**src/rtl/core/wlcu_pkg.sv**
```systemverilog
// Shared types, constants and rule-match function for the weighted life cell update block.
package wlcu_pkg;

	// Number of rule entries that take part in a birth or survival match
	localparam int RULE_ENTRIES = 10;

	localparam int TAPS          = 24;
	localparam int LANES         = 3;
	localparam int TAPS_PER_LANE = TAPS / LANES;
	localparam int WEIGHT_W      = 8;
	localparam int PART_W        = 11;
	localparam int SUM_W         = 13;
	localparam int WREG_W        = 64;
	localparam int RREG_W        = 40;
	localparam int RULES_W       = 2 * RREG_W;
	localparam int CFG_IDX_W     = 3;

	// Register reset values
	localparam logic [WREG_W-1:0] WEIGHTS_A_RST = 64'h0101_0000_0000_0000;
	localparam logic [WREG_W-1:0] WEIGHTS_B_RST = 64'h0100_0001_0100_0001;
	localparam logic [WREG_W-1:0] WEIGHTS_C_RST = 64'h0000_0000_0000_0101;
	localparam logic [RREG_W-1:0] BORN_LOW_RST  = 40'hFF_FFFF_FF03;
	localparam logic [RREG_W-1:0] BORN_HIGH_RST = 40'hFF_FFFF_FFFF;
	localparam logic [RREG_W-1:0] STAY_LOW_RST  = 40'hFF_FFFF_0302;
	localparam logic [RREG_W-1:0] STAY_HIGH_RST = 40'hFF_FFFF_FFFF;

	// Configuration register indexes
	typedef enum logic [CFG_IDX_W-1:0] {
		CFG_WEIGHTS_A = 3'd0,
		CFG_WEIGHTS_B = 3'd1,
		CFG_WEIGHTS_C = 3'd2,
		CFG_BORN_LOW  = 3'd3,
		CFG_BORN_HIGH = 3'd4,
		CFG_STAY_LOW  = 3'd5,
		CFG_STAY_HIGH = 3'd6
	} cfg_reg_t;

	// Cell state codes
	typedef enum logic [1:0] {
		ST_EMPTY = 2'd0,
		ST_KIND1 = 2'd1,
		ST_KIND2 = 2'd2
	} cell_state_t;

	// Control that travels alongside the lane partial sums
	typedef struct packed {
		logic       valid;
		logic [1:0] center;
		logic       parity;
	} cell_ctrl_t;

	// True when sum equals any active signed byte entry of a packed rule list
	function automatic logic rule_match(input logic [RULES_W-1:0] rules,
	                                    input logic signed [SUM_W-1:0] sum);
		logic              hit;
		logic signed [7:0] entry;
		hit = 1'b0;
		for (int i = 0; i < RULE_ENTRIES; i++) begin
			entry = rules[8*i +: 8];
			if (SUM_W'(entry) == sum) begin
				hit = 1'b1;
			end
		end
		return hit;
	endfunction

endpackage

```
**src/rtl/core/wlcu_lane.sv**
```systemverilog
// One lane: weighted sum of eight neighbor taps, registered.
module wlcu_lane (
	input  logic                                         clk,
	input  logic [wlcu_pkg::TAPS_PER_LANE-1:0]           bits,
	input  logic [wlcu_pkg::WREG_W-1:0]                  weights,
	output logic signed [wlcu_pkg::PART_W-1:0]           part_s1
);

	logic signed [wlcu_pkg::PART_W-1:0] part;

	// Add the weight of every occupied tap
	always_comb begin
		logic signed [wlcu_pkg::WEIGHT_W-1:0] w;
		part = '0;
		for (int k = 0; k < wlcu_pkg::TAPS_PER_LANE; k++) begin
			w = weights[wlcu_pkg::WEIGHT_W*k +: wlcu_pkg::WEIGHT_W];
			if (bits[k]) begin
				part = part + wlcu_pkg::PART_W'(w);
			end
		end
	end

	// Hold the partial sum for the merge stage
	always_ff @(posedge clk) begin
		part_s1 <= part;
	end

endmodule

```
**src/rtl/core/wlcu_merge.sv**
```systemverilog
// Merge stage: total of the lane sums, rule match and next-state decision.
module wlcu_merge (
	input  logic                                  clk,
	input  logic                                  arst_n,
	input  wlcu_pkg::cell_ctrl_t                  ctrl_s1,
	input  logic signed [wlcu_pkg::PART_W-1:0]    part0_s1,
	input  logic signed [wlcu_pkg::PART_W-1:0]    part1_s1,
	input  logic signed [wlcu_pkg::PART_W-1:0]    part2_s1,
	input  logic [wlcu_pkg::RULES_W-1:0]          born_rules,
	input  logic [wlcu_pkg::RULES_W-1:0]          stay_rules,
	output logic                                  done_s2,
	output logic [1:0]                            next_s2,
	output logic signed [wlcu_pkg::SUM_W-1:0]     sum_s2
);

	logic signed [wlcu_pkg::SUM_W-1:0] sum;
	logic                              born_hit;
	logic                              stay_hit;
	wlcu_pkg::cell_state_t             next;

	// Combine the three lanes
	assign sum = wlcu_pkg::SUM_W'(part0_s1) + wlcu_pkg::SUM_W'(part1_s1)
	           + wlcu_pkg::SUM_W'(part2_s1);

	assign born_hit = wlcu_pkg::rule_match(born_rules, sum);
	assign stay_hit = wlcu_pkg::rule_match(stay_rules, sum);

	// Live cells survive on a stay match; empty (or code three) cells follow the birth rule
	always_comb begin
		unique case (ctrl_s1.center)
			wlcu_pkg::ST_KIND1: next = stay_hit ? wlcu_pkg::ST_KIND1 : wlcu_pkg::ST_EMPTY;
			wlcu_pkg::ST_KIND2: next = stay_hit ? wlcu_pkg::ST_KIND2 : wlcu_pkg::ST_EMPTY;
			default: begin
				if (born_hit) begin
					next = ctrl_s1.parity ? wlcu_pkg::ST_KIND1 : wlcu_pkg::ST_KIND2;
				end else begin
					next = wlcu_pkg::ST_EMPTY;
				end
			end
		endcase
	end

	// Strobe the result beat
	always_ff @(posedge clk or negedge arst_n) begin
		if (!arst_n) begin
			done_s2 <= 1'b0;
		end else begin
			done_s2 <= ctrl_s1.valid;
		end
	end

	// Hold the result payload
	always_ff @(posedge clk) begin
		next_s2 <= next;
		sum_s2  <= sum;
	end

endmodule

```
**src/rtl/core/weighted_life_cell_update_top.sv**
```systemverilog
// Top level of the weighted life cell update block: config registers, lanes and merge.
//
// channel  | handshake        | payload
// ---------+------------------+------------------------------------------------
// input    | start, busy      | neighbor_bits, center_state, cell_parity
// result   | done             | next_state, weighted_sum
// config   | cfg_we           | cfg_index, cfg_data
//
// One cell enters every cycle; busy stays low, so a start beat is always taken.
// Each result shows on done once its start beat has passed the lane adder registers
// and then the lane merge and rule compare registers.
// Reset loads the default rule (B3/S23 on the inner ring) and clears the pipeline.
// The receiver cannot stall; results leave in the order the cells arrived.
module weighted_life_cell_update_top (
	input  logic                                   clk,
	input  logic                                   arst_n,
	input  logic                                   start,
	output logic                                   busy,
	input  logic [wlcu_pkg::TAPS-1:0]              neighbor_bits,
	input  logic [1:0]                             center_state,
	input  logic                                   cell_parity,
	output logic                                   done,
	output logic [1:0]                             next_state,
	output logic signed [wlcu_pkg::SUM_W-1:0]      weighted_sum,
	input  logic                                   cfg_we,
	input  logic [wlcu_pkg::CFG_IDX_W-1:0]         cfg_index,
	input  logic [wlcu_pkg::WREG_W-1:0]            cfg_data
);

	logic [wlcu_pkg::WREG_W-1:0] weights_a_q;
	logic [wlcu_pkg::WREG_W-1:0] weights_b_q;
	logic [wlcu_pkg::WREG_W-1:0] weights_c_q;
	logic [wlcu_pkg::RREG_W-1:0] born_low_q;
	logic [wlcu_pkg::RREG_W-1:0] born_high_q;
	logic [wlcu_pkg::RREG_W-1:0] stay_low_q;
	logic [wlcu_pkg::RREG_W-1:0] stay_high_q;

	logic                               valid_s1;
	logic [1:0]                         center_s1;
	logic                               parity_s1;
	wlcu_pkg::cell_ctrl_t               ctrl_s1;
	logic signed [wlcu_pkg::PART_W-1:0] part0_s1;
	logic signed [wlcu_pkg::PART_W-1:0] part1_s1;
	logic signed [wlcu_pkg::PART_W-1:0] part2_s1;

	assign busy = 1'b0;

	// Write configuration registers; unknown indexes are dropped
	always_ff @(posedge clk or negedge arst_n) begin
		if (!arst_n) begin
			weights_a_q <= wlcu_pkg::WEIGHTS_A_RST;
			weights_b_q <= wlcu_pkg::WEIGHTS_B_RST;
			weights_c_q <= wlcu_pkg::WEIGHTS_C_RST;
			born_low_q  <= wlcu_pkg::BORN_LOW_RST;
			born_high_q <= wlcu_pkg::BORN_HIGH_RST;
			stay_low_q  <= wlcu_pkg::STAY_LOW_RST;
			stay_high_q <= wlcu_pkg::STAY_HIGH_RST;
		end else if (cfg_we) begin
			unique case (cfg_index)
				wlcu_pkg::CFG_WEIGHTS_A: weights_a_q <= cfg_data;
				wlcu_pkg::CFG_WEIGHTS_B: weights_b_q <= cfg_data;
				wlcu_pkg::CFG_WEIGHTS_C: weights_c_q <= cfg_data;
				wlcu_pkg::CFG_BORN_LOW:  born_low_q  <= cfg_data[wlcu_pkg::RREG_W-1:0];
				wlcu_pkg::CFG_BORN_HIGH: born_high_q <= cfg_data[wlcu_pkg::RREG_W-1:0];
				wlcu_pkg::CFG_STAY_LOW:  stay_low_q  <= cfg_data[wlcu_pkg::RREG_W-1:0];
				wlcu_pkg::CFG_STAY_HIGH: stay_high_q <= cfg_data[wlcu_pkg::RREG_W-1:0];
				default: ;
			endcase
		end
	end

	// Advance the beat valid into the first stage
	always_ff @(posedge clk or negedge arst_n) begin
		if (!arst_n) begin
			valid_s1 <= 1'b0;
		end else begin
			valid_s1 <= start && !busy;
		end
	end

	// Carry the cell state and parity alongside the lane sums
	always_ff @(posedge clk) begin
		center_s1 <= center_state;
		parity_s1 <= cell_parity;
	end

	assign ctrl_s1 = {valid_s1, center_s1, parity_s1};

	wlcu_lane u_lane0 (
		.clk     (clk),
		.bits    (neighbor_bits[0 +: wlcu_pkg::TAPS_PER_LANE]),
		.weights (weights_a_q),
		.part_s1 (part0_s1)
	);

	wlcu_lane u_lane1 (
		.clk     (clk),
		.bits    (neighbor_bits[wlcu_pkg::TAPS_PER_LANE +: wlcu_pkg::TAPS_PER_LANE]),
		.weights (weights_b_q),
		.part_s1 (part1_s1)
	);

	wlcu_lane u_lane2 (
		.clk     (clk),
		.bits    (neighbor_bits[2*wlcu_pkg::TAPS_PER_LANE +: wlcu_pkg::TAPS_PER_LANE]),
		.weights (weights_c_q),
		.part_s1 (part2_s1)
	);

	wlcu_merge u_merge (
		.clk        (clk),
		.arst_n     (arst_n),
		.ctrl_s1    (ctrl_s1),
		.part0_s1   (part0_s1),
		.part1_s1   (part1_s1),
		.part2_s1   (part2_s1),
		.born_rules ({born_high_q, born_low_q}),
		.stay_rules ({stay_high_q, stay_low_q}),
		.done_s2    (done),
		.next_s2    (next_state),
		.sum_s2     (weighted_sum)
	);

endmodule

```
**config.mk**
```make
export PLATFORM = sky130hd
export DESIGN_NAME = weighted_life_cell_update_top
export DESIGN_NICKNAME = d
export VERILOG_FILES = /design/src/rtl/core/wlcu_pkg.sv /design/src/rtl/core/wlcu_lane.sv /design/src/rtl/core/wlcu_merge.sv /design/src/rtl/core/weighted_life_cell_update_top.sv
export SDC_FILE = /design/constraint.sdc
export NUM_CORES = 1
export LEC_CHECK = 0
export ABC_AREA = 0
export BUFFER_PORTS_ARGS = -buffer_cell sky130_fd_sc_hd__buf_2
export CAP_MARGIN = 0
export CELL_PAD_IN_SITES_DETAIL_PLACEMENT = 0
export CELL_PAD_IN_SITES_GLOBAL_PLACEMENT = 1
export CORE_AREA = 2 2 253 255
export CTS_CLUSTER_DIAMETER = 50
export CTS_CLUSTER_SIZE = 8
export DETAILED_ROUTE_END_ITERATION = 16
export DIE_AREA = 0 0 255 257
export PLACE_DENSITY = 0.81
export SETUP_SLACK_MARGIN = 0.02
export SLEW_MARGIN = 10
export SYNTH_ARGS = -nofsm -noshare
export SYNTH_HDL_FRONTEND = slang
export SYNTH_SLANG_ARGS = --single-unit
```
**constraint.sdc**
```tcl
create_clock -name clk -period 9.8 [get_ports clk]
set_input_delay 1.47 -clock clk [delete_from_list [all_inputs] [get_ports clk]]
set_output_delay 1.47 -clock clk [all_outputs]
set_load 0.02 [all_outputs]
```
======== Yosys cells after proc, flatten, opt, wreduce, memory -nomap -nowiden ========
Index checks and enable logic that the tools add are counted.
cells by class
  add/sub/neg operators ................... 23
  equality and inequality tests ........... 28
  muxes and demuxes ....................... 49
  reduce and logical (&&, ||, !) cells .... 8
operators with widths
  cell                count
  $mux 11             24
  $eq 8x13->1         20
  $add 11x8->11       21
  $mux 1              21
  $reduce_and 2->1    7
  $add 12x11->13      1
  $add 11x11->12      1
  $eq 3x3->1 const B  3
  $eq 3x2->1 const B  2
  $mux 2              3
  $pmux 2 s2          1
  $eq 3x1->1 const B  1
  $logic_not 3->1     1
  $eq 2x1->1 const B  1
  $eq 2x2->1 const B  1
word-level totals
  register bits after elaboration ......... 405
  output and inout bits ................... 17
  word-level logic and storage cells ...... 124

======== Depth between registers and ports, before layout ========
  depth after elaboration ................. 15
  gate-level depth with buffers ........... 50
  depth with buffers taken out ............ 49

======== By module ========
Synthesis repeated with hierarchy kept, for this count alone.
unflattened totals
  cell total of the unflattened synthesis .. 2847
  area, all modules ....................... 30347.9 um2
by module, submodules not included
  module                         times used  cells an instance  area an instance (um2)
  weighted_life_cell_update_top  1           754                13897.1
  wlcu_lane (u_lane2)            1           577                4270.3
  wlcu_lane (u_lane1)            1           570                4221.5
  wlcu_lane (u_lane0)            1           550                4121.5
  wlcu_merge                     1           396                3837.4

======== Worst setup path before layout ========
Ideal clock, no wire load.
  path kind ............................... input port to flip-flop
  from .................................... in neighbor_bits[8] in the netlist's numbering
  to ...................................... reg u_lane1.part_s1[10] in the netlist's numbering
  library setup time ...................... 0.121 ns
  data arrival time ....................... 9.465 ns
  path slack .............................. 0.214 ns
  stages on the path ...................... 46
  cells stage by stage .................... clkbuf_1 and2_1 ha_1 ha_1 a21o_1 a21o_1 a211o_1 o221ai_1 ha_1 and3_1 a32oi_1 nand2_1 xor2_1 nand2_1 o311ai_0 ha_1 nand3_1 nand2_1 [... 10 more ...] or3_1 o211ai_1 xor2_1 nor2_1 or2_2 ha_1 or3_1 o211ai_1 xnor2_1 mux2_2 ha_1 nand2_1 o21ai_0 xor2_1 nand2_1 xnor2_1 xnor2_1 xnor2_1
on the way
  longest elaborated chain between the ends .. 15
ends and longest elaborated chain
  item                              RTL line                             RTL
  start: declaration                weighted_life_cell_update_top.sv:19  input logic [wlcu_pkg::TAPS-1:0] neighbor_bits,
  $mux 11 (*)                       wlcu_lane.sv:17                      if (bits[k]) begin
  $add 11x8->11                     wlcu_lane.sv:18                      part = part + wlcu_pkg::PART_W'(w);
  $mux 11 (*)                       wlcu_lane.sv:17
  $add 11x8->11                     wlcu_lane.sv:18
  $mux 11 (*)                       wlcu_lane.sv:17
  $add 11x8->11                     wlcu_lane.sv:18
  $mux 11 (*)                       wlcu_lane.sv:17
  $add 11x8->11                     wlcu_lane.sv:18
  $mux 11 (*)                       wlcu_lane.sv:17
  $add 11x8->11                     wlcu_lane.sv:18
  $mux 11 (*)                       wlcu_lane.sv:17
  $add 11x8->11                     wlcu_lane.sv:18
  $mux 11 (*)                       wlcu_lane.sv:17
  $add 11x8->11                     wlcu_lane.sv:18
  $mux 11 (*)                       wlcu_lane.sv:17
  named net u_lane1.part (one bit)  wlcu_lane.sv:9                       logic signed [wlcu_pkg::PART_W-1:0] part;
  end signal: assignment            wlcu_lane.sv:25                      part_s1 <= part;
  end: declaration                  wlcu_lane.sv:6                       output logic signed [wlcu_pkg::PART_W-1:0] part_s1
Mark *: on every way through the listed nets, which the timed path passes. The rest lies on a longest branch.
A chain may end at the register's enable or synchronous reset.

======== Final worst setup path ========
  from .................................... in neighbor_bits[0] in the netlist's numbering
  to ...................................... reg u_lane0.part_s1[10] in the netlist's numbering
on the way
  longest elaborated chain between the ends .. 15
ends and longest elaborated chain
  item                              RTL line
  $mux 11 (*)                       wlcu_lane.sv:17
  $add 11x8->11                     wlcu_lane.sv:18
  $mux 11 (*)                       wlcu_lane.sv:17
  $add 11x8->11                     wlcu_lane.sv:18
  $mux 11 (*)                       wlcu_lane.sv:17
  $add 11x8->11                     wlcu_lane.sv:18
  $mux 11 (*)                       wlcu_lane.sv:17
  $add 11x8->11                     wlcu_lane.sv:18
  $mux 11 (*)                       wlcu_lane.sv:17
  $add 11x8->11                     wlcu_lane.sv:18
  $mux 11 (*)                       wlcu_lane.sv:17
  $add 11x8->11                     wlcu_lane.sv:18
  $mux 11 (*)                       wlcu_lane.sv:17
  $add 11x8->11                     wlcu_lane.sv:18
  $mux 11 (*)                       wlcu_lane.sv:17
  named net u_lane0.part (one bit)  wlcu_lane.sv:9
  end signal: assignment            wlcu_lane.sv:25
  end: declaration                  wlcu_lane.sv:6
Marked as above.

==> PnR_summary.wiki <==
{| class="wikitable"
! Metric !! Value
|-
| Outcome || finished clean
|-
| Slew at the pin with the worst max-slew slack || approximately 1000 ps
|-
| Remaining antenna violation count after routing || 0
|-
| Initial DRC Count || approximately 1200
|-
| Finish-stage setup viols || 0
|-
| Die outline area || 0.0655 mm²
|-
| Setup crit start kind || primary input
|-
| Cell count after placement || ~3800
|-
| Fin nets || 3369
|-
| Root buffer cell || clkbuf_16
|-
| Final Instance Count excl. Fillers || about 3900
|-
| Maximum number of pins on one net before global-route repair || 104
|-
| Wire length of the first global-routing pass || approximately 120000 µm
|-
| Period utilisation layout || 95.3%
|-
| Gpl congestion || between 0.9 and 1
|-
| TritonCTS Buffers || 67
|-
| GRT Util Overall || roughly a quarter
|-
| Cell seen most often among critical-path stages || ha_1
|-
| Mapped Avg Cell Area || 10.2 µm²
|-
| Post-Synthesis Cell Area || 0.0280 mm²
|-
| Buffer depth of the longest clock path || 3
|-
| Number of antenna violations at the first check in global routing || 3
|-
| Synth Flop Type || dfrtp_1
|-
| WL/cell || about 20 µm
|-
| Top library cells by usage in the layout, fill and taps aside || mux2_2, buf_4, nand2_1, dfrtp_1, ha_1
|-
| Layout cells sized above 1 || approximately 34%
|-
| Count of input and output buffers || between 100 and 150
|-
| Final WL || between 70000 and 80000 µm
|-
| Routed via count || 21900
|-
| Max-Slew Margin vs Limit || between 30% and 40%
|-
| Number of sinks driven by the clock tree || between 400 and 500
|-
| Max Cap Viol || 0
|-
| Arrival time reported for the critical path endpoint || 9810 ps
|-
| Post-route DRC || 0
|-
| Crit-path max FO || 5
|-
| Vias per std cell || between 5 and 6
|-
| Area growth syn-to-layout || 19.2%
|-
| Number of iterations in the first detailed-routing pass || 5
|-
| TritonCTS clock tree || done
|-
| Worst-path cell with the longest stage delay || or3_1
|-
| Syn_nets || slightly above 3000
|-
| Initial Utilization || between 40% and 50%
|-
| Share of async-settable or async-resettable flops after synthesis || ~87%
|-
| Crit path largest cell delay || 370 ps
|-
| Final Slew Violations || 0
|-
| Final hold violation count || 0
|-
| Min cycle time layout || 9340 ps
|-
| Latest clock arrival within the worst-skew pair || approximately 600 ps
|-
| Via count of the first global-routing pass || around 22000
|-
| IO Pins || approximately 120
|-
| Worst hold margin || approximately 350 ps
|-
| Data required time of the worst path || 10280 ps
|-
| Post-DP HPWL || just under 60000 µm
|-
| Total negative slack for setup checks || 0 ps
|-
| CTS HTree Levels || 3
|-
| Worst Setup End Kind || flip-flop
|-
| Synthesized netlist cell count || about 2700
|-
| Chip Height || approximately 260 µm
|-
| Leading cell type in the layout, fill and taps excluded || mux2_2
|-
| Core region area || 0.0627 mm²
|-
| Achievable frequency || between 100 and 150 MHz
|-
| Residual overflow from global routing || 0
|-
| Hold Path Class || flip-flop to flip-flop
|-
| Setup Skew || approximately 28 ps
|-
| CTS clock-pin slew for the worst setup and hold paths || 50 ps
|-
| Standard-cell row count || 92
|-
| Die Width || roughly 260 µm
|-
| Seq/Total Area, Yosys || between 30% and 40%
|-
| Yosys warning count || 0
|-
| Number of distinct library cell variants in the gate-level netlist after synthesis || 75
|-
| CP Class || primary input to flip-flop
|-
| Post-synth EDFFs || 0
|-
| Post-synthesis register bit count || approximately 400
|}
[cell type report]
type | instances | area (µm²)
Tap cell | 846 | 1060
Fill cell | 5472 | 29400
Sequential cell | 405 | 10100
Clock buffer | 104 | 1850
Clock inverter | 18 | 262
Inverter | 137 | 514
Antenna cell | 1 | 2.50
Timing Repair Buffer | 323 | 2150
Multi-Input combinational cell | 2093 | 17400
[registers in the layout, summed over array words and instances, names as in the netlist, 2 cells and up]
signal and cells:
born_high_q 40, born_low_q 40, center_s1 2, stay_high_q 40
stay_low_q 40, u_lane0.part_s1 11, u_lane1.part_s1 11, u_lane2.part_s1 11
u_merge.next_s2 2, u_merge.sum_s2 13, weights_a_q 64, weights_b_q 64
weights_c_q 64
[cells in the mapped netlist (all sizes together), types with 9 or more instances]
cell type | number | share of area, %
mux2 | 413 | 17
ha | 214 | 9.6
nand2 | 210 | 2.8
dfrtp | 205 | 18
xnor2 | 190 | 6.0
dfstp | 149 | 14
xor2 | 145 | 4.5
inv | 134 | 1.8
nor2 | 131 | 1.8
a21oi | 127 | 2.3
o21ai | 126 | 2.3
clkbuf | 72 | 0.97
dfxtp | 51 | 3.7
nor3 | 45 | 0.81
nand3 | 38 | 0.68
a21o | 35 | 0.94
fa | 30 | 2.1
nand4 | 28 | 0.63
o21a | 28 | 0.75
buf | 25 | 0.39
nor2b | 25 | 0.56
nor4 | 23 | 0.51
o211ai | 21 | 0.56
o22ai | 18 | 0.40
a211oi | 17 | 0.46
and2 | 17 | 0.38
or3 | 17 | 0.38
o2111ai | 14 | 0.44
a31oi | 13 | 0.29
o21bai | 13 | 0.35
o41ai | 13 | 0.41
mux2i | 12 | 0.43
o31ai | 11 | 0.30
or2 | 10 | 0.22
a22oi | 9 | 0.24
nand2b | 9 | 0.20
nand4b | 9 | 0.28
[layer usage]
layer | part of all wire (%) | up-vias | track usage [%]
met5 | 0.034 | - | 0
met4 | 4.0 | 4 | 9.29
met3 | 5.1 | 162 | 4.26
met2 | 48 | 577 | 39.6
met1 | 43 | 10700 | 31.1
li1 | - | 10400 | -
[logic make-up (layout without fill, tap and decap cells)]
family	Yosys count	after routing	synth area share [%]
adder cells (fa/ha/maj)	244	244	11.7
multiplexers	425	425	17.1
other	1	2	0.0134
XOR/XNOR	336	336	10.6
flip-flops	405	405	36.0
AO/OA/AOI/OAI	505	505	11.6
AND/OR/NAND/NOR	582	582	9.74
buffers and inverters	234	582	3.20
[critical path: cells and delay by family]
kind,cells,cell delay (ps)
adders and majority gates,8,2330
xor gates and xnor gates,8,1140
AOI/OAI and AO/OA,11,1680
buffers and inverters,5,670
muxes,4,1150
and+or+nand+nor,7,1370
[what timing repair did]
| action | CTS | global route |
|---|---|---|
| resized for setup | 0 | 77 |
| buffers inserted | 0 | 9 |
| hold buffers | 0 | 0 |
| setup endpoints to repair | 0 | 3 |
[final timing paths]
check	cells after the start	endpoint	start	slack (ps)
worst max-delay path	43	u_lane0.part_s1[10]$_DFF_P_	neighbor_bits[0]	460
worst min-delay path	0	u_merge.done_s2$_DFF_PN0_	valid_s1$_DFF_PN0_	350
worst max register to register	46	u_lane2.part_s1[10]$_DFF_P_	weights_c_q[0]$_DFFE_PN1P_	1050
worst min register to register	0	u_merge.done_s2$_DFF_PN0_	valid_s1$_DFF_PN0_	350
max in group asynchronous	3	weights_b_q[62]$_DFFE_PN0P_	arst_n	6830
min in group asynchronous	1	weights_c_q[5]$_DFFE_PN0P_	arst_n	940
[metrics by stage]
stage	setup slack [ps]	util [%]	area (µm²)
global placement	-140	49.1	30800
CTS	318	52.4	32900
global route	-55.2	53.1	33300
detailed placement	-251	49.1	30800
finish	464	53.1	33300
floorplan	214	-	28000
Power is left out: the tool's default activity adds up to more than one toggle a clock period on the data nets, which glitch-free logic cannot reach.
